### src/hw/rtl/kti_div.sv
// Radix-2 restoring divider for unsigned operands, one quotient bit per cycle.
// Standalone; shared by the wrap and blend-weight paths of the top level.
`timescale 1ns / 1ps
module kti_div #(
	parameter int NUM_W = 49,
	parameter int DEN_W = 33
) (
	input  logic             clk,
	input  logic             arst_n,
	input  logic             start,
	input  logic [NUM_W-1:0] num,
	input  logic [DEN_W-1:0] den,
	output logic             done,
	output logic [NUM_W-1:0] quo,
	output logic [DEN_W-1:0] rem
);
	localparam int STEP_W = $clog2(NUM_W + 1);

	logic              busy_q, done_q;
	logic [STEP_W-1:0] steps_q;
	logic [NUM_W-1:0]  quo_q;
	logic [DEN_W-1:0]  rem_q, den_q;
	logic [DEN_W:0]    shifted;
	logic [DEN_W+1:0]  trial;
	logic              fits;

	always_comb begin
		shifted = {rem_q, quo_q[NUM_W-1]};
		trial   = {1'b0, shifted} - {2'b00, den_q};
		fits    = !trial[DEN_W+1];
	end

	always_ff @(posedge clk or negedge arst_n) begin
		if (!arst_n) begin
			busy_q  <= 1'b0;
			done_q  <= 1'b0;
			steps_q <= '0;
		end else begin
			done_q <= 1'b0;
			if (start) begin
				busy_q  <= 1'b1;
				steps_q <= STEP_W'(NUM_W);
			end else if (busy_q) begin
				steps_q <= steps_q - 1'b1;
				if (steps_q == STEP_W'(1)) begin
					busy_q <= 1'b0;
					done_q <= 1'b1;
				end
			end
		end
	end

	always_ff @(posedge clk) begin
		if (start) begin
			quo_q <= num;
			rem_q <= '0;
			den_q <= den;
		end else if (busy_q) begin
			quo_q <= {quo_q[NUM_W-2:0], fits};
			rem_q <= fits ? trial[DEN_W-1:0] : shifted[DEN_W-1:0];
		end
	end

	assign done = done_q;
	assign quo  = quo_q;
	assign rem  = rem_q;

endmodule

### config.mk
export PLATFORM = sky130hd
export DESIGN_NAME = kti_div
export DESIGN_NICKNAME = d
export VERILOG_FILES = /design/src/hw/rtl/kti_div.sv
export SDC_FILE = /design/constraint.sdc
export NUM_CORES = 1
export LEC_CHECK = 0
export ABC_AREA = 1
export BUFFER_PORTS_ARGS = -buffer_cell sky130_fd_sc_hd__buf_2
export CORE_ASPECT_RATIO = 1.25
export CORE_MARGIN = 4
export CORE_UTILIZATION = 35
export DETAILED_ROUTE_END_ITERATION = 8
export PLACE_DENSITY = 0.62
export SLEW_MARGIN = 0
export SYNTH_ARGS = -nofsm -noshare
export SYNTH_HDL_FRONTEND = slang
export SYNTH_SLANG_ARGS = --single-unit
### constraint.sdc
create_clock -name clk -period 2.8 [get_ports clk]
set_clock_uncertainty 0.05 [all_clocks]
set_input_delay 0 -clock clk [delete_from_list [all_inputs] [get_ports clk]]
set_output_delay 0 -clock clk [all_outputs]
set_load 0.005 [all_outputs]
Yosys cells after proc, flatten, opt, wreduce, memory -nomap -nowiden
Cells that the tools add are included.

Bits in registers: 123. Input bits: 85. Word-level logic and storage cells: 22.

Add/subtract/negate cells: 2. Equality and inequality tests: 1. Mux-type cells: 11. Reduce and logical (&&, ||, !) cells: 2.

Operators with widths (number): $mux W49 (2); $sub A34 B33 Y35 (1); $mux W33 (1); $mux W6 (2); $eq A6 B1 Y1 const B (1); $mux W1 (6); $sub A6 B1 Y6 const B (1); $reduce_bool A2 Y1 (1); $logic_not A1 Y1 (1).

Longest topological paths before layout
Word-level depth: 4. Depth in mapped cells: 17. Gate-level depth less buffers: 16.

Least setup slack after synthesis
No wires, ideal clock.

Path kind: register -> register. Start: register busy_q. End: register quo_q[0], in the netlist quo[0], enable pin. Library setup time: 0.434 ns. Arrival: 2.144 ns. Required time: 2.316 ns. Path slack: 0.172 ns. Stages on the path, launching flop included: 4. Period minus slack after synthesis: 2.628 ns. Cell sequence: dfrtp_1 -> nor2_1 -> inv_1 -> clkbuf_1.

Word-level cells in the longest chain between the ends: 1.

Ends and longest elaborated chain: start: declaration (line 19) `logic busy_q, done_q;`; start signal: assignment (line 35) `busy_q <= 1'b0;`; start signal: assignment (line 41) `busy_q <= 1'b1;`; start signal: assignment (line 46) `busy_q <= 1'b0;`; $reduce_bool A2 Y1 (no source line); end signal: assignment (line 55) `quo_q <= num;`; end signal: assignment (line 59) `quo_q <= {quo_q[NUM_W-2:0], fits};`; end: declaration (line 21) `logic [NUM_W-1:0] quo_q;`.

Every way passes these cells. A chain may end at the register's enable or synchronous reset.

Final worst setup path
Start: register quo_q[48], in the netlist quo[48]. End: register rem_q[8], in the netlist rem[8].

Word-level cells in the longest chain between the ends: 2.

Ends and longest elaborated chain: $sub A34 B33 Y35 (line 29) `trial = {1'b0, shifted} - {2'b00, den_q};`; $mux W33 (line 60) `rem_q <= fits ? trial[DEN_W-1:0] : shifted[DEN_W-1:0];`; end signal: assignment (line 60); end: declaration (line 22) `logic [DEN_W-1:0] rem_q, den_q;`.

Every way passes these cells.

==> results.md <==
- # fillers: between 2k and 2.5k
- Number of H-tree levels: 4
- Post-Synthesis Cell Area: 7840 µm²
- Hold-critical path depth: 2
- Max stage delay on crit path: between 0.4 and 0.5 ns
- Comb pwr share: 47.5%
- Clock sink count: 123
- HP Class: input pin to flop
- Most used cell, CP: nand2_4
- GPL Wtd Cong: roughly 0.91
- Die W: 142 µm
- Startpoint Class: flop
- DRT Pass-1 Iters: 5
- Post-DR wirelength/cell: 14.2 µm
- Final setup viols: 0
- Setup bufs post-CTS: 0
- Pin count of the biggest net entering global routing: 81
- DRC violations left: 0
- Leak pwr: 5.62 nW
- Period minus WS final: 2.42 ns
- Endpoint, Worst Hold: den_q[25]$_DFFE_PP_
- Vias in the first global route: ~7.8k
- Sequential element share of the synthesized area: 42.4%
- Avg Inst Size Synth: a little over 7 µm²
- Critical path type: flop to flop
- Layout cell share with drive strength beyond 1: between 10% and 20%
- Syn nets: 1212
- Worst Path Max Fanout: 32
- Skew-Pair Late Insertion Delay: 0.42 ns
- Finished Core Util: 47.8%
- Starting Density: 36.0%
- Crit path cell chain: inv_1 -> ha_1 -> inv_1 -> fa_1 -> nand3_1 -> nand3_2 -> nand2_2 -> nand2_4 -> nand2_4 -> nand2_4 -> nand2_1 -> nand3_1 -> o21ai_2
- Clock edge transition at the registers on the reported setup and hold paths: around 0.060 ns
- Setup TNS: 0 ns
- FMAX: just over 400 MHz
- # nets final: between 1k and 1.5k
- Area leader, netlist: edfxtp_1
- CP max-delay cell: fa_1
- Congestion Overflow GR: 0
- CP arrival: around 2.7 ns
- Unique masters post-synth: 39
- P per Cell Area: 884 nW/µm²
- Final Hold Slack: 0.239 ns
- Antenna violations before repair: 0
- Core area: 21800 µm²
- Max-cap viol count: 0
- Die Area: approximately 25000 µm²
- Clock buffer depth: 2
- Ys Warns: 0
- First-pass GRT wire length: between 30 and 40 mm
- DP Wirelength: 17.3 mm
- Final hold violations: 0
- Peak supply drop: 0.000544 V
- Gate count of the mapped netlist: 1091
- Post-synth top area share: 31.4%
- Root buf cell: clkbuf_16
- Ant diodes: 0
- Post-synth EDFFs: 82
- Post-CTS Hold Fix Bufs: 85
- Setup slack on the worst flop-to-flop path: between 0.3 and 0.4 ns
- Internal Power: 0.00533 W
- Placement Rows: 60
- Die Ht: 175 µm
- Vias per Instance: 4.60
- Clock buffer count from CTS: 17
- Max-slew headroom: 37.1%
- Register bit total from synthesis: 123
- Worst Setup End Kind: flop
- Status: completed
- Synth area leaders: edfxtp_1, nand2_1, inv_1, dfxtp_1, ha_1
- Slew Viols, Final: 0
- FF-to-FF End: rem[8]$_SDFFE_PP0P_
- P_sw: 0.00387 W
- Sw frac: 42.1%
- Unrepaired setup endpoints after global routing: no
- Top FF cell, synth: edfxtp_1
- Starting DRT DRC Count: 329
- Worst r2r src: quo[48]$_DFFE_PP_
- Finished Cell Area: 10400 µm²
- Worst-case reg-to-reg path depth: 13
- I/O pin total: 168
- Fin crit share: about 86%
- IO buf count: 167
- Flop pwr share: 28.0%
- Detail Route Antenna Nets: 0
- DRT Wirelength: 23.3 mm
- Asr flop ratio synth: 6.50%
- Global Route Usage Sum: 19.1%
- Hold Crit Start: den[25]
- Layout Area Growth over Synthesis: 32.8%
- TritonCTS clock tree: yes
- Routed vias: roughly 7.5k
- Worst path required time: 3.10 ns
- Post-CTS resize count: 0
- Actual slew at the worst max-slew pin: 0.943 ns
- Clock share of power: 24.5%
- Dpl cell area: 8960 µm²
-- cells by family (layout without fill, tap and decap cells) --
logic type / after synthesis / after routing / synth area share, %
compound gates: 43 / 43 / 3.19
xor+xnor: 15 / 15 / 1.68
buf+inv: 212 / 478 / 10.8
simple gates: 662 / 662 / 36.1
flops: 123 / 123 / 42.4
fa+ha+maj: 36 / 36 / 5.84
-- stage by stage --
step	power, W	setup WS, ns	cells
finish	0.00920	0.379	1636
floorplan	0.00570	0.172	1091
CTS	0.00930	0.359	1636
detailed placement	0.00691	0.370	1519
global route	0.00999	0.145	1636
global placement	0.00687	0.417	1519
-- sequential cells by signal (all words and copies together), names as in the netlist --
signal	count
busy_q	1
den_q	33
done	1
quo	49
rem	33
steps_q	6
-- layer usage --
metal	share of wire, %	vias up	GRT usage [%]
met2	51	214	34.7
li1	-	3899	-
met3	6.0	45	4.79
met4	2.6	0	6.84
met5	0	-	0
met1	41	3365	21.5
-- synthesized netlist by cell type, types with 2 or more instances --
| master | instances |
|---|---|
| o21ai_0 | 4 |
| xnor2_1 | 14 |
| and2_1 | 4 |
| nor2_2 | 6 |
| nand2_2 | 9 |
| o21ai_1 | 10 |
| nand3_1 | 79 |
| inv_2 | 9 |
| nand4_1 | 9 |
| ha_1 | 35 |
| buf_6 | 5 |
| clkbuf_1 | 14 |
| a21oi_2 | 2 |
| edfxtp_1 | 82 |
| buf_2 | 5 |
| a21oi_1 | 19 |
| nand2_1 | 471 |
| nand3b_1 | 16 |
| dfrtp_1 | 8 |
| nor3_1 | 7 |
| inv_1 | 177 |
| o21bai_1 | 4 |
| nand2_4 | 3 |
| dfxtp_1 | 33 |
| nor2_1 | 45 |
| nand3_2 | 8 |
-- critical path: cells and delay by family (launching register included) --
family	cells	cell delay, ns
DFF	1	0.37
AOI/OAI and AO/OA	1	0.07
adders and majority gates	2	0.58
buffers and inverters	2	0.15
and+or+nand+nor	8	1.13
-- how the worst max path moves through the flow --
stage                                 start  depth (start not counted)                    to  slack (ns)
after floorplan            busy_q$_DFF_PN0_                          3      quo[0]$_DFFE_PP_        0.17
after CTS                 quo[48]$_DFFE_PP_                         13   rem[8]$_SDFFE_PP0P_        0.36
final                     quo[48]$_DFFE_PP_                         13   rem[8]$_SDFFE_PP0P_        0.38
after detailed placement  quo[48]$_DFFE_PP_                         13   rem[8]$_SDFFE_PP0P_        0.37
after global placement    quo[48]$_DFFE_PP_                         13   rem[8]$_SDFFE_PP0P_        0.42
after global routing      quo[48]$_DFFE_PP_                         13  rem[17]$_SDFFE_PP0P_        0.15
-- layout by cell type (no fill, tap or decap), drive strengths merged, types with 22 or more instances in the layout --
cell type    synthesis  routed
nor2                53      53
edfxtp              82      82
a21oi               22      22
nand2              483     483
ha                  35      35
dfxtp               33      33
dlygate4sd3          0      85
nand3               87      87
inv                186     191
buf                 12     175
-- power by group through the flow --
| stage | sequential, W | clock [W] | combinational, W |
|---|---|---|---|
| 2_1_floorplan | 0.00258 | 0 | 0.00312 |
| 3_3_place_gp | 0.00261 | 0 | 0.00426 |
| 3_5_place_dp | 0.00261 | 0 | 0.00430 |
| 4_1_cts | 0.00258 | 0.00231 | 0.00441 |
| 5_1_grt | 0.00263 | 0.00239 | 0.00498 |
| 6_report | 0.00257 | 0.00226 | 0.00437 |
-- cell type report --
class                      count  area [µm²]  area share [%]
multi-input combinational    756        3670            35.3
sequential                   123        3320            31.9
timing repair buffer         260        1760            16.9
inverter                     186         698            6.71
clock buffer                  18         439            4.22
tap                          279         349            3.35
clock inverter                14         160            1.54
(Power assumes the default switching activity.)
