$ cat src/hw/rtl/kti_pkg.sv
// Shared constants, codes and control types for the keyframe track interpolator.
// Used by the interfaces, the key cell and the top level; depends on nothing.
`timescale 1ns / 1ps
package kti_pkg;

	localparam int TOL_W      = 31;
	localparam int REQ_W      = 2;
	localparam int STAT_W     = 2;
	localparam int MODE_W     = 2;
	localparam int CFG_IDX_W  = 2;
	localparam int CFG_DATA_W = 32;

	// Request codes.
	localparam logic [REQ_W-1:0] REQ_ADD    = 2'd0;
	localparam logic [REQ_W-1:0] REQ_LINEAR = 2'd1;
	localparam logic [REQ_W-1:0] REQ_STEP   = 2'd2;

	// Status codes.
	localparam logic [STAT_W-1:0] ST_OK    = 2'd0;
	localparam logic [STAT_W-1:0] ST_EMPTY = 2'd1;
	localparam logic [STAT_W-1:0] ST_FULL  = 2'd2;

	// Wrap modes.
	localparam logic [MODE_W-1:0] WRAP_CLAMP    = 2'd0;
	localparam logic [MODE_W-1:0] WRAP_REPEAT   = 2'd1;
	localparam logic [MODE_W-1:0] WRAP_PINGPONG = 2'd2;

	// Configuration register indexes.
	localparam logic [CFG_IDX_W-1:0] REG_TOL         = 2'd0;
	localparam logic [CFG_IDX_W-1:0] REG_WRAP_BEFORE = 2'd1;
	localparam logic [CFG_IDX_W-1:0] REG_WRAP_AFTER  = 2'd2;

	// Command broadcast to every key cell.
	typedef enum logic [2:0] {
		CMD_NONE,
		CMD_SCAN_ADD,
		CMD_SCAN_EVAL,
		CMD_MERGE,
		CMD_INSERT
	} cmd_op_t;

	// Control part of the search probe that walks down the cell chain.
	typedef struct packed {
		logic live;
		logic done;
		logic is_merge;
	} probe_ctl_t;

endpackage

$ cat src/hw/rtl/kti_cell.sv
// One key cell of the sorted keyframe chain: holds one (time, value) pair and one probe stage.
// Depends on kti_pkg for the command and probe types.
`timescale 1ns / 1ps
module kti_cell #(
	parameter int DATA_WIDTH = 32,
	parameter int IDX_W      = 6,
	parameter int CNT_W      = 7,
	parameter int CELL_IDX   = 0
) (
	input  logic                         clk,
	input  logic                         arst_n,
	input  kti_pkg::cmd_op_t             cmd_op,
	input  logic [IDX_W-1:0]             cmd_pos,
	input  logic signed [DATA_WIDTH-1:0] cmd_time,
	input  logic signed [DATA_WIDTH-1:0] cmd_value,
	input  logic [kti_pkg::TOL_W-1:0]    tol,
	input  logic [CNT_W-1:0]             count,
	input  logic signed [DATA_WIDTH-1:0] left_time,
	input  logic signed [DATA_WIDTH-1:0] left_value,
	input  logic signed [DATA_WIDTH-1:0] right_time,
	input  logic signed [DATA_WIDTH-1:0] right_value,
	input  kti_pkg::probe_ctl_t          prb_in,
	input  logic [IDX_W-1:0]             prb_pos_in,
	input  logic signed [DATA_WIDTH-1:0] prb_t0_in,
	input  logic signed [DATA_WIDTH-1:0] prb_v0_in,
	input  logic signed [DATA_WIDTH-1:0] prb_t1_in,
	input  logic signed [DATA_WIDTH-1:0] prb_v1_in,
	output kti_pkg::probe_ctl_t          prb_out,
	output logic [IDX_W-1:0]             prb_pos_out,
	output logic signed [DATA_WIDTH-1:0] prb_t0_out,
	output logic signed [DATA_WIDTH-1:0] prb_v0_out,
	output logic signed [DATA_WIDTH-1:0] prb_t1_out,
	output logic signed [DATA_WIDTH-1:0] prb_v1_out,
	output logic signed [DATA_WIDTH-1:0] key_time,
	output logic signed [DATA_WIDTH-1:0] key_value
);
	import kti_pkg::*;

	localparam int CMP_W = (DATA_WIDTH + 1 > TOL_W) ? DATA_WIDTH + 1 : TOL_W;
	localparam logic [IDX_W-1:0] MY_IDX = IDX_W'(CELL_IDX);

	logic signed [DATA_WIDTH-1:0] time_q;
	logic signed [DATA_WIDTH-1:0] value_q;
	probe_ctl_t                   prb_q;
	logic [IDX_W-1:0]             pos_q;
	logic signed [DATA_WIDTH-1:0] t0_q, v0_q, t1_q, v1_q;

	logic                         own_ok, is_last;
	logic signed [DATA_WIDTH:0]   diff;
	logic [DATA_WIDTH:0]          abs_diff;
	logic                         merge_hit, below_t, claim, take;

	always_comb begin
		own_ok    = CNT_W'(CELL_IDX) < count;
		is_last   = CNT_W'(CELL_IDX + 1) == count;
		diff      = {time_q[DATA_WIDTH-1], time_q} - {cmd_time[DATA_WIDTH-1], cmd_time};
		abs_diff  = diff[DATA_WIDTH] ? $unsigned(-diff) : $unsigned(diff);
		merge_hit = CMP_W'(abs_diff) <= CMP_W'(tol);
		below_t   = time_q < cmd_time;
		case (cmd_op)
			CMD_SCAN_ADD:  claim = merge_hit || !below_t;
			CMD_SCAN_EVAL: claim = is_last || (right_time >= cmd_time);
			default:       claim = 1'b0;
		endcase
		take = prb_in.live && !prb_in.done && own_ok && claim;
	end

	always_ff @(posedge clk or negedge arst_n) begin
		if (!arst_n) begin
			prb_q <= '0;
		end else begin
			prb_q.live     <= prb_in.live;
			prb_q.done     <= prb_in.done || take;
			prb_q.is_merge <= take ? merge_hit : prb_in.is_merge;
		end
	end

	always_ff @(posedge clk) begin
		if (take) begin
			pos_q <= MY_IDX;
			t0_q  <= time_q;
			v0_q  <= value_q;
			t1_q  <= is_last ? time_q : right_time;
			v1_q  <= is_last ? value_q : right_value;
		end else begin
			pos_q <= prb_pos_in;
			t0_q  <= prb_t0_in;
			v0_q  <= prb_v0_in;
			t1_q  <= prb_t1_in;
			v1_q  <= prb_v1_in;
		end
		case (cmd_op)
			CMD_MERGE: begin
				if (cmd_pos == MY_IDX) value_q <= cmd_value;
			end
			CMD_INSERT: begin
				if (cmd_pos == MY_IDX) begin
					time_q  <= cmd_time;
					value_q <= cmd_value;
				end else if (MY_IDX > cmd_pos) begin
					time_q  <= left_time;
					value_q <= left_value;
				end
			end
			default: ;
		endcase
	end

	assign prb_out     = prb_q;
	assign prb_pos_out = pos_q;
	assign prb_t0_out  = t0_q;
	assign prb_v0_out  = v0_q;
	assign prb_t1_out  = t1_q;
	assign prb_v1_out  = v1_q;
	assign key_time    = time_q;
	assign key_value   = value_q;

endmodule

$ cat config.mk
export PLATFORM = sky130hd
export DESIGN_NAME = kti_cell
export DESIGN_NICKNAME = d
export VERILOG_FILES = /design/src/hw/rtl/kti_pkg.sv /design/src/hw/rtl/kti_cell.sv
export SDC_FILE = /design/constraint.sdc
export NUM_CORES = 1
export LEC_CHECK = 0
export BUFFER_PORTS_ARGS = -buffer_cell sky130_fd_sc_hd__buf_2
export CAP_MARGIN = 20
export CORE_MARGIN = 4
export CORE_UTILIZATION = 30
export DETAILED_ROUTE_END_ITERATION = 16
export PLACE_DENSITY_LB_ADDON = 0.12
export SYNTH_ARGS = -nofsm -noshare
export SYNTH_HDL_FRONTEND = slang
export SYNTH_SLANG_ARGS = --single-unit
$ cat constraint.sdc
create_clock -name clk -period 8.1 [get_ports clk]
set_clock_uncertainty 0.2 [all_clocks]
set_input_delay 0.405 -clock clk [delete_from_list [all_inputs] [get_ports clk]]
set_output_delay 0.405 -clock clk [all_outputs]
set_load 0.01 [all_outputs]
Word-level counts from Yosys, hierarchy flattened

Cells that the tools add are included.

Flip-flop bits (word level): 201
Bits of input ports: 378

Add/sub/neg operators: 2
Order comparisons: 5
Equal/unequal tests: 7
Multiplexer cells: 15
Reductions and logical operators: 13

Operators with widths:

| cell                                                                            | count |
|---|---|
| 32-bit 2-to-1 mux                                                               | 11 |
| 32-bit case mux with 2 select lines                                             | 1 |
| 33-bit by 31-bit less-or-equal comparator with 1-bit output                     | 1 |
| 33-bit 2-to-1 mux                                                               | 1 |
| 33-bit negation                                                                 | 1 |
| 32-bit by 32-bit subtractor with 33-bit output                                  | 1 |
| 32-bit >= comparator                                                            | 1 |
| 32-bit less-than comparator                                                     | 1 |
| 1-bit by 7-bit == test with 1-bit output (first input constant)                 | 1 |
| 1-bit by 7-bit less-than comparator with 1-bit output (first input constant)    | 1 |
| 3-bit by 2-bit == test with 1-bit output (second input constant)                | 2 |
| 1-bit by 6-bit greater-than comparator with 1-bit output (first input constant) | 1 |
| 6-bit logical NOT                                                               | 1 |
| 2-bit nonzero test                                                              | 2 |
| 3-bit by 1-bit == test with 1-bit output (second input constant)                | 1 |
| 3-bit == test (second input constant)                                           | 1 |
| 1-bit logical AND                                                               | 3 |
| 1-bit logical OR                                                                | 3 |
| 3-bit inequality test (second input constant)                                   | 1 |
| 3-bit AND reduction                                                             | 1 |
| 1-bit logical NOT                                                               | 2 |
| 2-bit inequality test (second input constant)                                   | 1 |
| 1-bit case mux with 2 select lines                                              | 1 |
| 2-bit AND reduction                                                             | 1 |
| 1-bit 2-to-1 mux                                                                | 1 |

Longest topological paths before layout

Depth after elaboration: 8
Depth in mapped cells: 28
Gate-level depth less buffers: 26

Least setup slack after synthesis

Ideal clock, no wire load.

Path type: register to register
Start point: reg time_q[0], in the netlist key_time[0]
End point: reg t1_q[0], in the netlist prb_t1_out[0]
Library setup time: 122 ps
Arrival time: 6278 ps
Required time: 7778 ps
Path slack: 1500 ps
Cell stages (with the launch flop): 28
Path buffers: 2
Period minus slack after synthesis: 6600 ps
Path through: edfxtp_1 > inv_1 > ha_1 > fa_1 > and2b_4 > o211ai_2 > a21boi_2 > xor2_1 > a2111oi_0 > nand3_1 > or4_1 > nor4_1 > nand2_1 > o21ai_1 > xnor2_1 > ha_1 > a21o_1 > a21o_1 > a21oi_1 > o2111a_1 > a32oi_1 > nand3_1 > clkbuf_1 > clkbuf_1 > nand3_1 > a211o_1 > o211ai_1 > a21oi_1

Cells in the longest elaborated chain, start to end: 8
Elaborated cells between the ends (all ways): 11

Ends and longest elaborated chain:

| item                                                        | RTL line        | text |
|---|---|---|
| start: declaration                                          | kti_cell.sv:42  | `logic signed [DATA_WIDTH-1:0] time_q;` |
| start signal: assignment                                    | kti_cell.sv:98  | `time_q <= cmd_time;` |
| start signal: assignment                                    | kti_cell.sv:101 | `time_q <= left_time;` |
| 32-bit by 32-bit subtractor with 33-bit output              | kti_cell.sv:56  | `diff = {time_q[DATA_WIDTH-1], time_q} - {cmd_time[DATA_WIDTH-1], cmd_time};` |
| 33-bit negation                                             | kti_cell.sv:57  | `abs_diff = diff[DATA_WIDTH] ? $unsigned(-diff) : $unsigned(diff);` |
| 33-bit 2-to-1 mux                                           | kti_cell.sv:57  |  |
| 33-bit by 31-bit less-or-equal comparator with 1-bit output | kti_cell.sv:58  | `merge_hit = CMP_W'(abs_diff) <= CMP_W'(tol);` |
| 1-bit logical OR                                            | kti_cell.sv:61  | `CMD_SCAN_ADD: claim = merge_hit \|\| !below_t;` |
| 1-bit case mux with 2 select lines                          | kti_cell.sv:60  | `case (cmd_op)` |
| 1-bit logical AND                                           | kti_cell.sv:65  | `take = prb_in.live && !prb_in.done && own_ok && claim;` |
| 32-bit 2-to-1 mux *                                         | kti_cell.sv:79  | `if (take) begin` |
| end signal: assignment                                      | kti_cell.sv:83  | `t1_q <= is_last ? time_q : right_time;` |
| end signal: assignment                                      | kti_cell.sv:89  | `t1_q <= prb_t1_in;` |
| end: declaration                                            | kti_cell.sv:46  | `logic signed [DATA_WIDTH-1:0] t0_q, v0_q, t1_q, v1_q;` |

Mark *: on every way between the ends. The rest lies on a longest branch, timed or not.
A chain may end at the register's enable or synchronous reset.

Final worst setup path

Start point: reg time_q[0], in the netlist key_time[0]
End point: reg v1_q[19], in the netlist prb_v1_out[19]

Cells in the longest elaborated chain, start to end: 8
Elaborated cells between the ends (all ways): 10

Ends and longest elaborated chain:

| item                                                        | RTL line       | text |
|---|---|---|
| 32-bit by 32-bit subtractor with 33-bit output              | kti_cell.sv:56 |  |
| 33-bit negation                                             | kti_cell.sv:57 |  |
| 33-bit 2-to-1 mux                                           | kti_cell.sv:57 |  |
| 33-bit by 31-bit less-or-equal comparator with 1-bit output | kti_cell.sv:58 |  |
| 1-bit logical OR *                                          | kti_cell.sv:61 |  |
| 1-bit case mux with 2 select lines *                        | kti_cell.sv:60 |  |
| 1-bit logical AND *                                         | kti_cell.sv:65 |  |
| 32-bit 2-to-1 mux *                                         | kti_cell.sv:79 |  |
| end signal: assignment                                      | kti_cell.sv:84 | `v1_q <= is_last ? value_q : right_value;` |
| end signal: assignment                                      | kti_cell.sv:90 | `v1_q <= prb_v1_in;` |
| end: declaration                                            | kti_cell.sv:46 |  |

Marked as above.

==> metrics.md <==
| Metric | Value |
|---|---|
| Status | completed |
| Largest family of logic cells by synthesized area | compound AO/OA/AOI/OAI gates |
| Hold Crit Class | input pin to register |
| CP Data Required Time | 8.33 ns |
| Sequential area share after synthesis | 31.0% |
| Setup TNS Final | 0 ns |
| Filler cells | 4967 |
| Post-synth net total | 2350 |
| Layout cells sized above 1 | 26.9% |
| GRT Max-Usage Layer | met2 |
| Syn_area_per_cell | 8.06 µm² |
| Reg2reg end | prb_v1_out[19] |
| Mux contribution to synthesized area | 6.71% |
| CP most frequent cell | a21oi_1 |
| Initial core utilization | 30.6% |
| All-Layer GR Usage | 25.8% |
| Drt pass-1 iters | 6 |
| Synth Warn # | 0 |
| #FFs+latches synth | 201 |
| Pin count of the biggest net entering global routing | 130 |
| WP data arrival | 7.52 ns |
| Net switching power | 1.02 mW |
| Hold Startpoint | cmd_value[10] |
| Endpoints failing setup | 0 |
| Clock transition at the registers of the reported paths | 0.06 ns |
| Total CTS buffers | 26 |
| TritonCTS clock tree | done |
| H-tree depth | 1 |
| HPWL after detailed placement | 55.3 mm |
| Mapped Area | 15100 µm² |
| XOR/XNOR Fraction of Synth Area | 3.19% |
| Adder-Cell Fraction of Synth Area | 8.17% |
| Register area | 4680 µm² |
| Via density | 5.39 |
| Worst vdd ir | 0.000180 V |
| Dpl cell area | 18500 µm² |
| Max-slew violation count | 0 |
| Die Span Y | 232 µm |
| Port buffer count | 578 |
| Final hold vios | 0 |
| Clk_lat worst skew | 0.56 ns |
| Tot Pwr | 3.23 mW |
| Final Cell Area | 21800 µm² |
| CP max-delay cell | or4_1 |
| Synthesized instance count | 1874 |
| Worst reg-to-reg setup slack | 0.81 ns |
| Clk root buf | clkbuf_16 |
| Max_cap viols | 0 |
| Longest Clk Path Bufs | 3 |
| WP buf/inv | 2 |
| Vias in the first global route | 17400 |
| Part of the power in combinational logic | 27.5% |
| Clk pwr share | 38.0% |
| Area of the multi-input gates | 9640 µm² |
| Fin crit share | 90.0% |
| Post-place setup slack | 0.670 ns |
| Post-synthesis compound-gate area fraction | 25.5% |
| Hold worst-path end | key_value[10] |
| Wirelength per Cell | 22.8 µm |
| Critical path peak fanout | 53 |
| Sw Share | 31.7% |
| GRT overflow | 0 |
| R2R cell count | 26 |
| Crit. End Element | register |
| Area of the core | 49400 µm² |
| Sink Count | 201 |
| FMAX | 0.137 GHz |
| FP Rows | 81 |
| Top FF cell, synth | dfxtp_1 |
| Leakage Power | 9.59 nW |
| Met2 GRT Util | 44.9% |
| Async SR Flop Fraction | 1.49% |
| RSZ-0062 raised after global routing | false |
| Met1 GRT Util | 32.9% |
| Drt drc | 0 |
| Critical path's top delay family | simple AND/OR/NAND/NOR gates |
| Reg2reg start | key_time[0] |
| PwrDens | 148 nW/µm² |
| Worst slew margin | 29.6% |
| Post-synth EDFFs | 64 |
| First-pass GRT wire length | 108 mm |
| Final ANT Viol Nets | 0 |
| Global placement routability congestion | 0.909 |
| Worst-Margin Slew | 1.05 ns |
| Number of DRC markers in iteration 0 | 1240 |
| Final worst slack | 0.808 ns |
| Final wirelength | 74.7 mm |
| Cell variety after synth | 79 |
| WHS Path Cells | 2 |
| Int Power | 2.21 mW |
| Crit start category | register |
| DR vias | 17700 |
| Flop pwr share | 34.5% |
| Crit-path max cell delay | 0.57 ns |
| Die area | 54000 µm² |
| Syn-to-layout area delta | 44.1% |
| Initial antenna violation count | 6 |
| WS Path Type | register to register |
| Simple-gate portion of the synthesized area | 19.5% |
| # nets final | 3064 |
| Grt met3 use | 4.82% |
| Final min period | 7.29 ns |
| Die width | 232 µm |
| Cts repair resizes | 0 |
| Ports | 579 |
## placed cells by master, fill, tap and decap left out, drive strengths merged, types with 74 or more instances in the layout
cell type    Yosys  layout
inv             73      74
dlygate4sd3      0     235
nor2           164     164
dfxtp          134     134
buf             35     600
ha              97      97
nand3          143     143
nand2          221     221
o21ai          137     137
a21oi          119     119
o211ai          76      76
## metrics by stage
| stage | hold slack [ns] | utilization [%] | cells |
|---|---|---|---|
| 6_report | 0.0491 | 44.1 | 3276 |
| 5_1_grt | 0.0325 | 44.1 | 3274 |
| 4_1_cts | 0.0158 | 44.1 | 3272 |
| 3_5_place_dp | 0.0361 | 37.5 | 2989 |
| 3_3_place_gp | 0.0328 | 37.5 | 2989 |
| 2_1_floorplan | -0.0906 | - | 1874 |
## sequential cells by signal, summed over array words and instances, names as in the netlist
name	count
prb_out	3
prb_t1_out	32
key_value	32
prb_t0_out	32
key_time	32
prb_pos_out	6
prb_v0_out	32
prb_v1_out	32
## cells by family after synthesis
group,Yosys count
buffers and inverters,222
adders and majority gates,98
muxes,97
AOI/OAI and AO/OA,556
and+or+nand+nor,645
xor gates and xnor gates,55
DFF,201
## worst reg2reg max path: cells and delay by family (launching register included)
family          cells  cell delay [ns]
compound gates     12             2.13
flops               1             0.34
buf+inv             2             0.61
fa+ha+maj           3             0.87
xor+xnor            1             0.15
simple gates        8             2.88
## power groups by stage
stage               clock [mW]  sequential, mW  combinational [mW]
floorplan                    0            1.16               0.423
global placement             0            1.14               0.782
detailed placement           0            1.14               0.790
CTS                       1.26            1.12               0.888
global route              1.28            1.12               0.967
finish                    1.23            1.11               0.889
## synthesized netlist by cell type (7+ instances only)
cell | instances | area, µm²
edfxtp_1 | 64 | 1920
o21ai_0 | 126 | 631
nand4_1 | 16 | 100
and3_1 | 21 | 131
a31oi_1 | 11 | 68.8
and2_1 | 7 | 43.8
a211o_1 | 65 | 569
buf_2 | 25 | 125
clkbuf_1 | 114 | 428
nor2b_1 | 7 | 43.8
ha_1 | 97 | 1210
a21o_1 | 19 | 143
xor2_1 | 14 | 123
nand2b_1 | 7 | 43.8
o21ai_1 | 11 | 55.1
nand2_1 | 221 | 830
nand3_1 | 143 | 716
xnor2_1 | 41 | 359
nor3_1 | 17 | 85.1
o211ai_1 | 75 | 563
mux2i_1 | 63 | 631
o21a_1 | 10 | 75.1
nor2_1 | 164 | 616
inv_1 | 73 | 274
dfxtp_1 | 134 | 2680
a311o_1 | 62 | 621
a21oi_1 | 118 | 591
mux2_2 | 33 | 372
nor4_1 | 9 | 56.3
## cell type report
class	instances	share of cell area, %
Clock inverter	13	0.759
Sequential cell	201	21.5
Inverter	73	1.26
Tap cell	664	3.82
Multi-Input combinational cell	1451	44.3
Timing Repair Buffer	835	25.1
Antenna cell	4	0.0460
Clock buffer	35	3.24
## worst max path at each step
stage                startpoint              to  slack, ns  cells past startpoint
finish              key_time[0]  prb_v1_out[19]       0.81                     26
global route        key_time[0]  prb_t1_out[15]       0.11                     27
CTS                 key_time[0]  prb_v1_out[21]       0.83                     26
detailed placement  cmd_time[0]  prb_t1_out[16]       0.67                     26
global placement    cmd_time[0]  prb_v1_out[16]       0.81                     26
floorplan           key_time[0]   prb_t1_out[0]       1.50                     27
## timing repair
item / in CTS / in global routing
setup buffers: 0 / 0
hold buffers: 235 / 0
hold endpoints to repair: 204 / 0
## routing by layer
layer	vias to the layer above	wire length, µm
li1	8357	-
met1	8487	30800
met2	722	36200
met3	100	5420
met4	6	2180
met5	-	46
No activity file was read; power rests on OpenSTA's default activity.
